$ cat src/hdl/stb_pkg.sv
package stb_pkg;

    localparam int MODE_W     = 3;
    localparam int ID_W       = 4;
    localparam int OUT_CNT_W  = 32;
    localparam int STATUS_W   = 2;

    typedef enum logic [MODE_W-1:0] {
        OP_TICK    = 3'd0,
        OP_START   = 3'd1,
        OP_PAUSE   = 3'd2,
        OP_RELEASE = 3'd3,
        OP_READ    = 3'd4
    } op_t;

    typedef enum logic [STATUS_W-1:0] {
        RUN_STOPPED = 2'd0,
        RUN_RUNNING = 2'd1,
        RUN_PAUSED  = 2'd2
    } run_t;

    typedef enum logic [1:0] {
        ST_IDLE,
        ST_SWEEP,
        ST_READ,
        ST_MOD
    } ctrl_state_t;

    typedef struct packed {
        logic load_item;
        logic sweep;
        logic rd_item;
        logic mod_en;
    } stb_cmd_t;

    typedef struct packed {
        logic in_tick;
        logic sweep_done;
        logic out_free;
    } stb_status_t;

endpackage

$ cat src/hdl/software_timer_bank_unit.sv
// Bank of NUM_TIMERS elapsed-time counters, each stopped, running or paused.
// Request channel (in_valid/in_ready): mode (0 tick, 1 start, 2 pause,
// 3 release, 4..7 read) and timer_id. Result channel (out_valid/out_ready):
// count_value and timer_status of the addressed timer after the request;
// an out-of-range timer_id reports zero for both.
// Sequence: a non-tick request is accepted, its counter is read, then it is
// updated, written back and registered as the result; the block takes no new
// request before that. A tick first walks every counter through the single
// read/write port of the counter memory, one entry per cycle, and then reads
// and reports the addressed timer the same way.
// Reset clears all counters to zero and stops every timer at once through
// per-entry valid bits; no clearing pass is needed.
// A result waits in the output register while the receiver stalls; a new
// request is still accepted, and the block holds in its final step until
// the output register is free.
module software_timer_bank_unit
    import stb_pkg::*;
#(
    parameter int NUM_TIMERS  = 16,
    parameter int COUNT_WIDTH = 32
)
(
    input  logic                 clk,
    input  logic                 rst_n,
    input  logic                 in_valid,
    output logic                 in_ready,
    input  logic [MODE_W-1:0]    mode,
    input  logic [ID_W-1:0]      timer_id,
    output logic                 out_valid,
    input  logic                 out_ready,
    output logic [OUT_CNT_W-1:0] count_value,
    output logic [STATUS_W-1:0]  timer_status
);

    stb_cmd_t    cmd;
    stb_status_t status;

    stb_ctrl u_ctrl
    (
        .clk      (clk),
        .rst_n    (rst_n),
        .in_valid (in_valid),
        .in_ready (in_ready),
        .status   (status),
        .cmd      (cmd)
    );

    stb_datapath
    #(
        .NUM_TIMERS  (NUM_TIMERS),
        .COUNT_WIDTH (COUNT_WIDTH)
    )
    u_datapath
    (
        .clk          (clk),
        .rst_n        (rst_n),
        .cmd          (cmd),
        .status       (status),
        .mode         (mode),
        .timer_id     (timer_id),
        .out_valid    (out_valid),
        .out_ready    (out_ready),
        .count_value  (count_value),
        .timer_status (timer_status)
    );

`ifndef NO_ASSERTIONS
    a_busy_after_accept: assert property (@(posedge clk) disable iff (!rst_n)
        (in_valid && in_ready) |=> !in_ready)
        else $error("request accepted while previous request in progress");

    a_status_code: assert property (@(posedge clk) disable iff (!rst_n)
        out_valid |-> ((timer_status == RUN_STOPPED) || (timer_status == RUN_RUNNING)
                       || (timer_status == RUN_PAUSED)))
        else $error("invalid timer status code on result");

    a_mod_stall: assert property (@(posedge clk) disable iff (!rst_n)
        (cmd.mod_en && !status.out_free) |=> (out_valid && cmd.mod_en))
        else $error("final step left while output register occupied");

    a_one_cmd: assert property (@(posedge clk) disable iff (!rst_n)
        $onehot0({cmd.load_item, cmd.sweep, cmd.rd_item, cmd.mod_en}))
        else $error("conflicting datapath commands");
`endif

endmodule

$ cat src/hdl/stb_datapath.sv
module stb_datapath
    import stb_pkg::*;
#(
    parameter int NUM_TIMERS  = 16,
    parameter int COUNT_WIDTH = 32
)
(
    input  logic                 clk,
    input  logic                 rst_n,
    input  stb_cmd_t             cmd,
    output stb_status_t          status,
    input  logic [MODE_W-1:0]    mode,
    input  logic [ID_W-1:0]      timer_id,
    output logic                 out_valid,
    input  logic                 out_ready,
    output logic [OUT_CNT_W-1:0] count_value,
    output logic [STATUS_W-1:0]  timer_status
);

    localparam int IDX_W  = (NUM_TIMERS > 1) ? $clog2(NUM_TIMERS) : 1;
    localparam int CNT_W  = $clog2(NUM_TIMERS + 1);
    localparam int EXT_W  = IDX_W + ID_W;
    localparam int WORD_W = COUNT_WIDTH + STATUS_W;

    logic [MODE_W-1:0]      mode_reg;
    logic [ID_W-1:0]        id_reg;
    logic [CNT_W-1:0]       sweep_cnt_reg;
    logic [CNT_W-1:0]       sweep_cnt_next;
    logic [CNT_W-1:0]       sweep_prev;
    logic [WORD_W-1:0]      mem [NUM_TIMERS];
    logic [NUM_TIMERS-1:0]  vld_reg;
    logic [WORD_W-1:0]      rd_word_reg;
    logic                   rd_vld_reg;
    logic                   out_valid_reg;
    logic                   out_valid_next;
    logic [OUT_CNT_W-1:0]   count_value_reg;
    logic [STATUS_W-1:0]    timer_status_reg;

    logic [EXT_W-1:0]       id_ext;
    logic [IDX_W-1:0]       id_idx;
    logic                   id_valid;
    logic                   sweep_done;
    logic                   sweep_rd;
    logic                   sweep_wr;
    logic                   out_free;
    logic                   mod_fire;
    logic                   rd_en;
    logic [IDX_W-1:0]       rd_addr;
    logic                   wr_en;
    logic [IDX_W-1:0]       wr_addr;
    logic [WORD_W-1:0]      wr_data;
    logic [COUNT_WIDTH-1:0] old_cnt;
    run_t                   old_st;
    logic [COUNT_WIDTH-1:0] new_cnt;
    run_t                   new_st;
    logic [COUNT_WIDTH-1:0] swp_cnt;

    assign id_ext     = EXT_W'(id_reg);
    assign id_idx     = id_ext[IDX_W-1:0];
    assign id_valid   = id_ext < EXT_W'(NUM_TIMERS);
    assign sweep_done = sweep_cnt_reg == CNT_W'(NUM_TIMERS);
    assign sweep_prev = sweep_cnt_reg - CNT_W'(1);
    assign sweep_rd   = cmd.sweep && !sweep_done;
    assign sweep_wr   = cmd.sweep && (sweep_cnt_reg != '0);
    assign out_free   = !out_valid_reg || out_ready;
    assign mod_fire   = cmd.mod_en && out_free;

    assign status.in_tick    = op_t'(mode) == OP_TICK;
    assign status.sweep_done = sweep_done;
    assign status.out_free   = out_free;

    assign old_cnt = rd_vld_reg ? rd_word_reg[COUNT_WIDTH-1:0] : '0;
    assign old_st  = rd_vld_reg ? run_t'(rd_word_reg[WORD_W-1:COUNT_WIDTH]) : RUN_STOPPED;
    assign swp_cnt = (old_st == RUN_RUNNING) ? old_cnt + COUNT_WIDTH'(1) : old_cnt;

    always_comb
    begin
        new_cnt = old_cnt;
        new_st  = old_st;
        unique case (op_t'(mode_reg))
            OP_START:
            begin
                new_cnt = '0;
                new_st  = RUN_RUNNING;
            end
            OP_PAUSE:
            begin
                if (old_st == RUN_RUNNING)
                begin
                    new_st = RUN_PAUSED;
                end
            end
            OP_RELEASE:
            begin
                if (old_st == RUN_PAUSED)
                begin
                    new_st = RUN_RUNNING;
                end
            end
            default:
            begin
                new_cnt = old_cnt;
                new_st  = old_st;
            end
        endcase
    end

    assign rd_en   = sweep_rd || cmd.rd_item;
    assign rd_addr = cmd.sweep ? sweep_cnt_reg[IDX_W-1:0] : id_idx;
    assign wr_en   = sweep_wr || (mod_fire && id_valid);
    assign wr_addr = cmd.sweep ? sweep_prev[IDX_W-1:0] : id_idx;
    assign wr_data = cmd.sweep ? {old_st, swp_cnt} : {new_st, new_cnt};

    assign sweep_cnt_next = cmd.load_item ? '0
                          : (sweep_rd ? sweep_cnt_reg + CNT_W'(1) : sweep_cnt_reg);

    always_comb
    begin
        out_valid_next = out_valid_reg;
        if (mod_fire)
        begin
            out_valid_next = 1'b1;
        end
        else if (out_ready)
        begin
            out_valid_next = 1'b0;
        end
    end

    always_ff @(posedge clk)
    begin
        if (cmd.load_item)
        begin
            mode_reg <= mode;
            id_reg   <= timer_id;
        end
        if (wr_en)
        begin
            mem[wr_addr] <= wr_data;
        end
        if (rd_en)
        begin
            rd_word_reg <= mem[rd_addr];
        end
        if (mod_fire)
        begin
            count_value_reg  <= id_valid ? OUT_CNT_W'(new_cnt) : '0;
            timer_status_reg <= id_valid ? new_st : RUN_STOPPED;
        end
    end

    always_ff @(posedge clk or negedge rst_n)
    begin
        if (!rst_n)
        begin
            sweep_cnt_reg <= '0;
            vld_reg       <= '0;
            rd_vld_reg    <= 1'b0;
            out_valid_reg <= 1'b0;
        end
        else
        begin
            sweep_cnt_reg <= sweep_cnt_next;
            out_valid_reg <= out_valid_next;
            if (wr_en)
            begin
                vld_reg[wr_addr] <= 1'b1;
            end
            if (rd_en)
            begin
                rd_vld_reg <= vld_reg[rd_addr];
            end
        end
    end

    assign out_valid    = out_valid_reg;
    assign count_value  = count_value_reg;
    assign timer_status = timer_status_reg;

endmodule

$ cat src/hdl/stb_ctrl.sv
module stb_ctrl
    import stb_pkg::*;
(
    input  logic        clk,
    input  logic        rst_n,
    input  logic        in_valid,
    output logic        in_ready,
    input  stb_status_t status,
    output stb_cmd_t    cmd
);

    ctrl_state_t state_reg;
    ctrl_state_t state_next;

    always_ff @(posedge clk or negedge rst_n)
    begin
        if (!rst_n)
        begin
            state_reg <= ST_IDLE;
        end
        else
        begin
            state_reg <= state_next;
        end
    end

    always_comb
    begin
        state_next = state_reg;
        cmd        = '0;
        in_ready   = 1'b0;
        unique case (state_reg)
            ST_IDLE:
            begin
                in_ready = 1'b1;
                if (in_valid)
                begin
                    cmd.load_item = 1'b1;
                    state_next    = status.in_tick ? ST_SWEEP : ST_READ;
                end
            end
            ST_SWEEP:
            begin
                cmd.sweep = 1'b1;
                if (status.sweep_done)
                begin
                    state_next = ST_READ;
                end
            end
            ST_READ:
            begin
                cmd.rd_item = 1'b1;
                state_next  = ST_MOD;
            end
            ST_MOD:
            begin
                cmd.mod_en = 1'b1;
                if (status.out_free)
                begin
                    state_next = ST_IDLE;
                end
            end
            default:
            begin
                state_next = ST_IDLE;
            end
        endcase
    end

endmodule
$ cat config.mk
export PLATFORM = sky130hd
export DESIGN_NAME = software_timer_bank_unit
export DESIGN_NICKNAME = d
export VERILOG_FILES = /design/src/hdl/stb_pkg.sv /design/src/hdl/software_timer_bank_unit.sv /design/src/hdl/stb_datapath.sv /design/src/hdl/stb_ctrl.sv
export SDC_FILE = /design/constraint.sdc
export NUM_CORES = 1
export LEC_CHECK = 0
export BUFFER_PORTS_ARGS = -buffer_cell sky130_fd_sc_hd__buf_2
export CORE_ASPECT_RATIO = 0.8
export CORE_MARGIN = 1
export CORE_UTILIZATION = 32
export DETAILED_ROUTE_END_ITERATION = 16
export GPL_TIMING_DRIVEN = 1
export PLACE_DENSITY = 0.48
export SETUP_SLACK_MARGIN = 0.3
export SYNTH_ARGS = -nofsm -noshare
export SYNTH_HDL_FRONTEND = slang
export SYNTH_SLANG_ARGS = --single-unit
$ cat constraint.sdc
create_clock -name clk -period 5.3 [get_ports clk]
set_input_delay 1.06 -clock clk [delete_from_list [all_inputs] [get_ports clk]]
set_output_delay 1.06 -clock clk [all_outputs]
set_load 0.02 [all_outputs]
After elaboration in Yosys (flattened, before gate mapping)
Memory sizes are Yosys's and may differ from the RTL's. A register that Yosys moved wholly into a read port is not among the register bits.
Cells that the tools add are included.
{"block": "totals", "reg_bits": 66, "mem_bits_rw": 544, "elab_cells": 77, "mem_count": 1}
{"memory": "u_datapath.mem", "words": 16, "width": 34, "read_ports": 1, "rd_clocked_by_memory_dff": 1, "wr": 1, "line_no": "stb_datapath.sv:30", "text": "logic [WORD_W-1:0] mem [NUM_TIMERS];"}
{"block": "op_classes", "addsub": 3, "order_cmp": 4, "eq_ne": 12, "mux": 31, "bitwise_logic": 1, "reduce_logical": 16}
{"op": "$mux W32", "n": 3}
{"op": "$mux W34", "n": 1}
{"op": "$add A32 B1 Y32 const B", "n": 1}
{"op": "$or A16 B16 Y16", "n": 1}
{"op": "$lt A4 B5 Y1 const B", "n": 3}
{"op": "$mux W2", "n": 7}
{"op": "$mux W1", "n": 12}
{"op": "$mux W5", "n": 2}
{"op": "$mux W4", "n": 2}
{"op": "$pmux W2 S4", "n": 1}
{"op": "$eq A2 B2 Y1 const B", "n": 3}
{"op": "$eq A3 B2 Y1 const B", "n": 2}
{"op": "$pmux W2 S3", "n": 1}
{"op": "$add A5 B1 Y5 const B", "n": 1}
{"op": "$eq A5 B5 Y1 const B", "n": 1}
{"op": "$logic_and A1 B1 Y1", "n": 5}
{"op": "$reduce_bool A5 Y1", "n": 1}
{"op": "$bmux W1 S4", "n": 1}
{"op": "$demux W1 S4", "n": 1}
{"op": "$eq A2 B1 Y1 const B", "n": 2}
{"op": "$ge A4 B1 Y1 const B", "n": 1}
{"op": "$ne A2 B1 Y1 const B", "n": 2}
{"op": "$reduce_bool A2 Y1", "n": 2}
{"op": "$sub A4 B1 Y4 const B", "n": 1}
{"op": "other kinds (7)", "n": 10}

Longest topological paths before layout
{"block": "depth", "ltp_word": 8, "mapped_depth": 11, "ltp_nobuf": 8}

Cells and area by module
A second synthesis with hierarchy kept.
{"block": "unflattened", "hier_cells": 1368, "area_unflattened_um2": 25808.5}
{"module": "stb_datapath", "n_inst": 1, "cells_per_inst": 1350, "area_per_inst_um2": 25628.3}
{"module": "stb_ctrl", "n_inst": 1, "cells_per_inst": 18, "area_per_inst_um2": 180.2}

Worst setup path after synthesis
OpenSTA, ideal clock, no wires.
{"block": "synth_path", "path_kind": "input -> register", "from": "in out_ready", "to": "mem u_datapath.mem[1][0] in the netlist's numbering (enable)", "arrival_time_ps": 3965, "required_time_ps": 4875, "path_slack_ps": 910, "cell_stages": 5, "n_path_buf": 0, "path_cell_list": "nand2b_1 > and2_1 > nand2b_1 > o21ai_1 > nor2_1"}
{"block": "synth_between", "elab_chain_cells": 6}
{"item": "from (decl)", "line_no": "software_timer_bank_unit.sv:30", "text": "input logic out_ready,"}
{"item": "$logic_or A1 B1 Y1", "line_no": "stb_datapath.sv:65", "text": "assign out_free = !out_valid_reg || out_ready;"}
{"item": "$logic_and A1 B1 Y1", "line_no": "stb_datapath.sv:66", "text": "assign mod_fire = cmd.mod_en && out_free;"}
{"item": "via u_datapath.mod_fire", "line_no": "stb_datapath.sv:46", "text": "logic mod_fire;"}
{"item": "$logic_and A1 B1 Y1", "line_no": "stb_datapath.sv:110", "text": "assign wr_en = sweep_wr || (mod_fire && id_valid);"}
{"item": "$logic_or A1 B1 Y1", "line_no": "stb_datapath.sv:110"}
{"item": "$mux W1", "line_no": "stb_datapath.sv:137", "text": "if (wr_en)"}
{"item": "$mux W1 (implied by the code)", "line_no": "stb_datapath.sv:139", "text": "mem[wr_addr] <= wr_data;"}
{"item": "to (decl)", "line_no": "stb_datapath.sv:30"}
The timed path passes the listed nets, and every way through them passes these cells.

Worst setup path in the final report
{"block": "layout_path", "from": "reg u_datapath.rd_vld_reg", "to": "mem u_datapath.mem[10][31] in the netlist's numbering, data pin"}
{"block": "layout_between", "elab_chain_cells": 4, "elab_cells_between_ends": 7, "classes_between": "1 x add/sub; 1 x eq/ne; 5 x mux"}
{"item": "from (decl)", "line_no": "stb_datapath.sv:33", "text": "logic rd_vld_reg;"}
{"item": "from (signal assigned)", "line_no": "stb_datapath.sv:171", "text": "rd_vld_reg <= vld_reg[rd_addr];"}
{"item": "$mux W32 or $mux W2 (tied branches)", "line_no": "stb_datapath.sv:72, stb_datapath.sv:73"}
{"item": "$add A32 B1 Y32 or $eq A2 B1 Y1 (tied branches)", "line_no": "stb_datapath.sv:74", "text": "assign swp_cnt = (old_st == RUN_RUNNING) ? old_cnt + COUNT_WIDTH'(1) : old_cnt;"}
{"item": "$mux W32", "line_no": "stb_datapath.sv:74"}
{"item": "$mux W34 *", "line_no": "stb_datapath.sv:112", "text": "assign wr_data = cmd.sweep ? {old_st, swp_cnt} : {new_st, new_cnt};"}
{"item": "via u_datapath.wr_data[31]", "line_no": "stb_datapath.sv:51", "text": "logic [WORD_W-1:0] wr_data;"}
Mark *: on every way through the listed nets, which the timed path passes. The rest lies on a longest branch.

==> results.tsv <==
stage	metric	value	unit
finish	share of cells above drive strength 1	0.243	
floorplan	IO Pins	47	
pwr	Seq pwr share	0.437	
setup_path	critical path fanouts, max	23	
sta	fin crit period	3.78	ns
global_route	gr ovfl total	0	
setup_path	reg-to-reg critical path startpoint	u_datapath.rd_vld_reg$_DFFE_PN0P_	
setup_path	R2R Path End	u_datapath.mem[10][31]$_DFFE_PP_	
route	wirelength, routed	67100	um
pwr	Sw Share	0.325	
logic_synthesis	FF+latch count, synth	644	
logic_synthesis	syn nets	1417	
clock_network	Sink Count	644	
clock_network	TritonCTS clock tree	done	
setup_path	CP Data Required Time	5.55	ns
floorplan	die area	0.0818	mm^2
logic_synthesis	Post-synth EDFFs	619	
setup_path	critical path type	register to register	
logic_synthesis	sequential area share after synthesis	0.745	
route	Via density	5.20	
route	WL per Instance	26.0	um
finish	Finished Cell Area	0.0300	mm^2
clock_network	Worst-path clk slew	0.07	ns
status	status	complete, no violations	
finish	Storage cell area	0.0192	mm^2
sta	Relative slew margins	0.118	
clock_network	clk root buf	clkbuf_16	
sta	final hold violations	0	
floorplan	row cnt	92	
job	max_cap viols	0	
logic_synthesis	Yosys top cell area share	0.721	
sta	Final setup viols	0	
pwr	P_int	11.5	mW
sta	Least-Margin Pin Slew	1.32	ns
pwr	Logic pwr share	0.277	
finish	footprint of the multi-input gates	0.00637	mm^2
logic_synthesis	synthesized area per cell	18.5	um^2
sta	TNS Setup	0	ns
pwr	peak supply drop	0.289	mV
route	TritonRoute pass-1 iters	5	
finish	ant diodes	0	
sta	final cycle utilization of the critical path	0.713	
global_route	first-pass GRT wire length	98400	um
clock_network	H-tree depth	3	
sta	f_max	0.265	GHz
clock_network	CTS max path bufs	3	
clock_network	later-pin clock latency in the skew report	0.63	ns
global_route	largest net degree at the start of global routing	50	
setup_path	crit path DAT	4.03	ns
place	HPWL after DPL	38000	um
finish	FILL cells	7242	
route	DRC violations left	0	
finish	Layout Area Growth over Synthesis	16.3	%
clock_network	# hold bufs at CTS	0	
global_route	GRT Total Usage	0.166	
setup_path	worst reg-to-reg setup slack	1.52	ns
place	placer congestion estimate	0.739	
hold_path	Hold WC Path Type	input port to async pin	
place	Port Buffer Count	46	
sta	RSZ-0062 raised after global routing	false	
setup_path	R2R depth	7	
floorplan	Starting Density	0.325	
logic_synthesis	Post-Syn Instances	1398	
sta	Pins Over Slew Limit	0	
logic_synthesis	Synth area leaders	edfxtp_1 (72%), mux4_2 (12%), dfrtp_1 (2.4%), and2_1 (1.9%), nand2_1 (1.7%)	
route	total number of vias	13400	
finish	Final #Nets	1517	
floorplan	Core Region	0.0793	mm^2
clock_network	cts repair resizes	0	
pwr	Sw Pwr	5.54	mW
logic_synthesis	Cell variety after synth	56	
global_route	antenna violations before repair	1	
place	DP Area	0.0277	mm^2
logic_synthesis	Syn. warnings	0	
route	antenna-violating nets left	0	
sta	Clock Skews	0.0389	ns
clock_network	TritonCTS Buffers	70	
logic_synthesis	synthesized cell area	0.0258	mm^2
setup_path	CP Capture Type	register	
clock_network	post-CTS setup repair buffer count	0	
pwr	LEAKAGE	9.81	nW
setup_path	startpoint types	register	
global_route	vias in the first global route	14100	
logic_synthesis	FFs w/ async S/R, synth	0.0388	
route	initial detailed-routing violation count	1301	
finish	max reg flops	544	
floorplan	DIE WIDTH	319	um
logic_synthesis	Synth area leader	edfxtp_1	
pwr	Power Dens Cells	570	mW/mm^2
logic_synthesis	ys flop type	edfxtp_1	
floorplan	Die Height	256	um
pwr	clock network fraction of total power	0.286	
[cell families after synthesis]
kind of cell	Yosys count	share of synthesized area
xor gates and xnor gates	8	0.00272
buffers and inverters	90	0.0151
adders and majority gates	8	0.00388
and+or+nand+nor	335	0.0662
muxes	156	0.127
DFF	644	0.745
AOI/OAI and AO/OA	157	0.0406
[power groups by stage]
stage | registers [mW] | logic (mW) | clock network (mW)
after floorplan | 7.44 | 2.94 | 0
after global placement | 7.55 | 4.74 | 0
after global routing | 7.53 | 5.15 | 5.18
after detailed placement | 7.56 | 4.82 | 0
after CTS | 7.46 | 4.83 | 5.01
final | 7.46 | 4.73 | 4.89
[worst max path at each step]
stage                                             from                               end  cells past startpoint
2_1_floorplan                                out_ready    u_datapath.mem[1][0]$_DFFE_PP_                      5
3_3_place_gp   u_datapath.sweep_cnt_reg[0]$_DFFE_PN0P_  u_datapath.mem[12][15]$_DFFE_PP_                      7
3_5_place_dp         u_datapath.rd_vld_reg$_DFFE_PN0P_   u_datapath.mem[5][31]$_DFFE_PP_                      7
4_1_cts              u_datapath.rd_vld_reg$_DFFE_PN0P_   u_datapath.mem[0][31]$_DFFE_PP_                      7
5_1_grt              u_datapath.rd_vld_reg$_DFFE_PN0P_  u_datapath.mem[13][31]$_DFFE_PP_                      7
6_report             u_datapath.rd_vld_reg$_DFFE_PN0P_  u_datapath.mem[10][31]$_DFFE_PP_                      7
[critical path, cell delays in order (launching register included)]
cell,delay [ns]
dfrtp_1,0.51
buf_4,0.33
and3_1,0.25
and3_4,0.27
nand4_4,0.19
or4_4,0.62
or3_1,0.32
a21oi_1,0.89
[metal layers]
| layer | wire length [um] | part of all wire | GRT usage | up-vias |
|---|---|---|---|---|
| li1 | - | - | - | 5786 |
| met1 | 32100 | 0.48 | 0.243 | 7255 |
| met2 | 31200 | 0.46 | 0.258 | 298 |
| met3 | 2640 | 0.039 | 0.0253 | 85 |
| met4 | 1160 | 0.017 | 0.0401 | 0 |
| met5 | 0 | 0 | 0 | - |
[cell usage after synthesis (all sizes together), types with 19 or more instances]
cell type  number
clkbuf         46
a211oi         34
a21oi          21
nor2           52
and2           78
nand2         119
dfrtp          25
nand3          19
buf            28
mux4          136
a31oi          38
edfxtp        619
[layout by cell type (no fill, tap or decap), drive strengths merged, types with 12 or more instances in the layout]
master,instances
a21oi,21
mux2i,16
nand2,119
clkbuf,82
buf,102
inv,20
nor2,52
a211oi,34
nand3,19
clkinv,25
o21bai,16
o21ai,14
nor2b,16
and3,12
edfxtp,619
a31oi,38
and2,78
dfrtp,25
mux4,136
[per-stage QoR]
stage | std cells | power, mW | util | setup slack [ns] | hold slack [ns]
after floorplan | 1398 | 10.4 | - | 0.910 | 0.427
after global placement | 2460 | 12.3 | 0.349 | 1.68 | 0.446
after detailed placement | 2460 | 12.4 | 0.349 | 1.57 | 0.455
after CTS | 2580 | 17.3 | 0.378 | 1.53 | 0.439
after global routing | 2580 | 17.9 | 0.378 | 1.31 | 0.475
final | 2580 | 17.1 | 0.378 | 1.52 | 0.450
[final cells by class]
class / count / area share
flip-flops and latches: 644 / 0.641
multi-input cells: 664 / 0.213
clock buffers: 82 / 0.0606
well taps: 1034 / 0.0431
repair buffers: 102 / 0.0259
clock inverters: 38 / 0.0151
inverters: 16 / 0.00200
(Power assumes the default switching activity.)
